File: src/rtl/core/scc_pkg.sv
// Package: shared types and constants for the strongly connected components block.
package scc_pkg;

  typedef enum logic [3:0] {
    ST_LOAD,
    ST_ROOT,
    ST_ENTER,
    ST_EDGE_RD,
    ST_EDGE_EV,
    ST_FINISH,
    ST_POP,
    ST_RET,
    ST_SUCC_RD,
    ST_SUCC_EV,
    ST_OUT_RD,
    ST_OUT_EV,
    ST_OUT,
    ST_CLEAR
  } scc_state_e;

  typedef struct packed {
    logic load;
    logic clr_all;
    logic root_start;
    logic root_adv;
    logic enter_do;
    logic edge_rd;
    logic edge_ev;
    logic pop_do;
    logic ret_do;
    logic succ_rd;
    logic succ_ev;
    logic succ_adv;
    logic out_start;
    logic out_rd;
    logic out_ev;
    logic out_adv;
    logic clr_step;
  } scc_cmd_t;

  typedef struct packed {
    logic root_done;
    logic root_visited;
    logic frames_empty;
    logic edge_avail;
    logic edge_new;
    logic is_root;
    logic pop_last;
    logic succ_done;
    logic succ_vnext;
    logic out_done;
    logic clr_done;
  } scc_stat_t;

endpackage

File: src/rtl/core/scc_ctrl.sv
// Controller: sequences load, search, successor scan, emit and clear.
module scc_ctrl (
  input  logic              clk_i,
  input  logic              rst_ni,
  input  logic              in_fire_i,
  input  logic              in_last_i,
  input  logic              out_ready_i,
  input  scc_pkg::scc_stat_t stat_i,
  output scc_pkg::scc_cmd_t  cmd_o,
  output logic              in_ready_o,
  output logic              out_valid_o
);
  import scc_pkg::*;

  scc_state_e state_q, state_d;

  always_ff @(posedge clk_i or negedge rst_ni) begin
    if (!rst_ni) begin
      state_q <= ST_LOAD;
    end else begin
      state_q <= state_d;
    end
  end

  always_comb begin
    state_d = state_q;
    unique case (state_q)
      ST_LOAD:    if (in_fire_i && in_last_i) state_d = ST_ROOT;
      ST_ROOT: begin
        if (stat_i.root_done) state_d = ST_SUCC_RD;
        else if (!stat_i.root_visited) state_d = ST_ENTER;
      end
      ST_ENTER:   state_d = ST_EDGE_RD;
      ST_EDGE_RD: state_d = stat_i.edge_avail ? ST_EDGE_EV : ST_FINISH;
      ST_EDGE_EV: state_d = stat_i.edge_new ? ST_ENTER : ST_EDGE_RD;
      ST_FINISH:  state_d = stat_i.is_root ? ST_POP : ST_RET;
      ST_POP:     if (stat_i.pop_last) state_d = ST_RET;
      ST_RET:     state_d = stat_i.frames_empty ? ST_ROOT : ST_EDGE_RD;
      ST_SUCC_RD: begin
        if (stat_i.succ_done) state_d = ST_OUT_RD;
        else if (!stat_i.succ_vnext) state_d = ST_SUCC_EV;
      end
      ST_SUCC_EV: state_d = ST_SUCC_RD;
      ST_OUT_RD:  state_d = stat_i.out_done ? ST_CLEAR : ST_OUT_EV;
      ST_OUT_EV:  state_d = ST_OUT;
      ST_OUT:     if (out_ready_i) state_d = ST_OUT_RD;
      ST_CLEAR:   if (stat_i.clr_done) state_d = ST_LOAD;
      default:    state_d = ST_LOAD;
    endcase
  end

  always_comb begin
    cmd_o = '0;
    in_ready_o = 1'b0;
    out_valid_o = 1'b0;
    unique case (state_q)
      ST_LOAD: begin
        in_ready_o = 1'b1;
        cmd_o.load = in_fire_i;
        cmd_o.root_start = in_fire_i && in_last_i;
      end
      ST_ROOT:    cmd_o.root_adv = !stat_i.root_done && stat_i.root_visited;
      ST_ENTER:   cmd_o.enter_do = 1'b1;
      ST_EDGE_RD: cmd_o.edge_rd = stat_i.edge_avail;
      ST_EDGE_EV: cmd_o.edge_ev = 1'b1;
      ST_FINISH:  ;
      ST_POP:     cmd_o.pop_do = 1'b1;
      ST_RET:     cmd_o.ret_do = 1'b1;
      ST_SUCC_RD: begin
        cmd_o.succ_rd = !stat_i.succ_done && !stat_i.succ_vnext;
        cmd_o.succ_adv = !stat_i.succ_done && stat_i.succ_vnext;
        cmd_o.out_start = stat_i.succ_done;
      end
      ST_SUCC_EV: cmd_o.succ_ev = 1'b1;
      ST_OUT_RD:  cmd_o.out_rd = !stat_i.out_done;
      ST_OUT_EV:  cmd_o.out_ev = 1'b1;
      ST_OUT: begin
        out_valid_o = 1'b1;
        cmd_o.out_adv = out_ready_i;
      end
      ST_CLEAR:   cmd_o.clr_step = 1'b1;
      default:    ;
    endcase
  end
endmodule

File: config.mk
export PLATFORM = sky130hd
export DESIGN_NAME = scc_ctrl
export DESIGN_NICKNAME = d
export VERILOG_FILES = /design/src/rtl/core/scc_pkg.sv /design/src/rtl/core/scc_ctrl.sv
export SDC_FILE = /design/constraint.sdc
export NUM_CORES = 1
export LEC_CHECK = 0
export CAP_MARGIN = 15
export CORE_AREA = 2 2 39 41
export DETAILED_ROUTE_END_ITERATION = 16
export DIE_AREA = 0 0 41 43
export DONT_BUFFER_PORTS = 1
export GPL_TIMING_DRIVEN = 0
export SYNTH_ARGS = -nofsm -noshare
export SYNTH_HDL_FRONTEND = slang
export SYNTH_SLANG_ARGS = --single-unit
File: constraint.sdc
create_clock -name clk_i -period 1.7 [get_ports clk_i]
set_input_delay 0.34 -clock clk_i [delete_from_list [all_inputs] [get_ports clk_i]]
set_output_delay 0.34 -clock clk_i [all_outputs]
set_load 0.01 [all_outputs]
==> run summary <==
First-pass DRT Iterations = 4
Num CTS Buffers = 3
Worst Setup EP = cmd_o[14]
Chip Height = 43 µm
Vias per inst = 5.94
Hold Fails Final Rpt = 0
Post-Syn Nets = 91
GR Util met1 = 25.7%
H-tree depth = 1
Worst-path fanout max = 5
# setup viols final = 3
Final wirelength = 1660 µm
Syn Area/Cell = 7.71 µm²
Detailed placement HPWL = 1040 µm
R2r worst-path depth = 7
Busiest grt layer = met2
Reg-to-reg startpoint = state_q[2]
Pwr Density = 1810 mW/mm²
Vias = 630
Peak supply drop = 791 µV
Status = complete, but fails checks
Arr. time, crit path = 1410 ps
Final Skew = 5.41 ps
Fin util = 62.5%
Dpl ws = -86.4 ps
Period utilization = 103%
DR WL/cell = 15.6 µm
R2r endpoint = state_q[0]
GP Congestion = 0.798
CP Class = reg2out
Most common cell after layout, fill and taps aside = buf_4
Clock transition at path regs = 40 ps
Yosys reg bits = 4
# rows = 14
Total global routing overflow = 0
CP startpoint kind = flop
DRC Markers = 0
Most frequent cells in the layout = 10 x buf_4, 7 x nand2_1, 4 x buf_6, 4 x nor2_1, 4 x nor2_2
Maximum clock rate = 573 MHz
Antenna diodes = 0
Violated checks = setup timing
Leakage = 0.000341 µW
Worst Setup End Kind = output port
Die Wd = 41 µm
Vias in the first global route = 529
Layout net count = 108
YS warnings = 0
Layout cell share with drive strength beyond 1 = 56.7%
Top Registers = state_q x4
Sink Count = 4
Clk root buf = clkbuf_4
GRT met2 Usage = 29.7%
Largest Register = state_q
Antenna-violating nets left = 0
Period minus WS final = 1750 ps
Post-synthesis cell count = 75
Final slew viol count = 0
Port bufs = 0
Core outline area = 0.00138 mm²
Largest net degree at the start of global routing = 11
RSZ-0062 raised after global routing = true
Synth cell types = 34
Boundary pin count = 35
Met3 Use GR = 1.57%
Hold Path Class = in2async
Seq/Total Area, Yosys = 17.3%
Violation count after the first detailed-route iteration = 12
Clk_lat worst skew = 240 ps
First-pass GRT wire length = 2290 µm
Tot GR Track Use = 19.1%
Mapped Area = 578 µm²
Max reg flops = 4
Longest Clk Path Bufs = 2
Final setup margin = -45.0 ps
Max-Cap Viols = 0
Worst Setup SP = state_q[1]
Design Power = 1560 µW
Worst Path Required = 1360 ps
Starting density of the core = 41.8%
R2R setup slack = -10 ps
CTS tree = yes
Initial antenna violation count = 0
Die area = 0.00176 mm²
Area Overhead vs Synth = 49.6%
## layout make-up
| cell class | instances | area (µm²) |
|---|---|---|
| multi-input cells | 61 | 532 |
| fillers | 114 | 519 |
| repair buffers | 12 | 109 |
| flip-flops and latches | 4 | 104 |
| plain buffers | 7 | 66.3 |
| clock buffers | 3 | 22.5 |
| well taps | 16 | 20.0 |
| inverters | 3 | 11.3 |
## metal layers
metal,up-vias,part of all wire (%),wire (µm)
met5,-,0,0
met4,0,1.0,17
met3,2,7.3,121
met2,33,53,879
met1,294,39,640
li1,301,-,-
## power breakdown
| group | switching [µW] | leakage (µW) | internal, µW |
|---|---|---|---|
| sequential | 72.4 | 0.0000450 | 147 |
| clock | 38.9 | 0.0000138 | 78.9 |
| combinational | 633 | 0.000282 | 594 |
| total | 744 | 0.000341 | 820 |
## stage by stage
stage	setup TNS (ps)	cell area (µm²)	hold WS, ps	cells
finish	-76.2	865	368	106
global route	-307	865	377	106
CTS	-85.6	773	361	100
detailed placement	-189	598	44.5	91
global placement	-156	598	44.5	91
floorplan	0	578	44.4	75
## worst min-delay path by stage
| stage | from | end | cells after the start |
|---|---|---|---|
| 5_1_grt | rst_ni | state_q[2] | 1 |
| 2_1_floorplan | rst_ni | state_q[0] | 0 |
| 3_5_place_dp | rst_ni | state_q[0] | 0 |
| 6_report | rst_ni | state_q[2] | 1 |
| 4_1_cts | stat_i[1] | state_q[2] | 3 |
| 3_3_place_gp | rst_ni | state_q[0] | 0 |
## kinds of logic after synthesis
group                  Yosys count  synth area share (%)
flip-flops                       4                  17.3
multiplexers                     3                  6.06
AND/OR/NAND/NOR                 40                  39.4
AO/OA/AOI/OAI                   17                  27.3
other                            1                 0.649
buffers and inverters           10                  9.31
## worst max-delay path, stage by stage, from the launching register on
cell     delay, ps
dfrtp_2        440
nor4_4         470
and3_4         270
## synth_stat cells (all sizes together)
library cell  number  share of area (%)
nand2              8                5.2
and3               2                2.2
clkbuf             1               0.65
o22ai              2                2.2
and2b              1                1.7
nor2b              1                1.1
a21o               1                1.3
o21a               1                1.3
a31o               1                1.5
nand3b             1                1.3
inv                3                1.9
a21oi              4                3.5
mux2i              2                3.5
o2bb2ai            1                1.5
mux2               1                2.6
o21ai              2                1.7
conb               1               0.65
dfrtp              4                 17
nor4               3                5.4
nand4b             1                1.5
nor2               8                5.2
o22a               1                1.5
a2111oi            3                 11
and2               2                2.2
nand2b             5                5.8
nor3               8                7.8
buf                6                6.7
a221o              1                1.7
## repair_timing
item / CTS / global route
endpoints found under the hold margin: 4 / 0
buffers inserted: 5 / 6
pin swaps: 3 / 12
hold buffers: 1 / 0
setup endpoints to repair: 17 / 12
gates cloned: 0 / 0
gates resized for setup: 25 / 12
No activity file was read; power rests on OpenSTA's default activity.
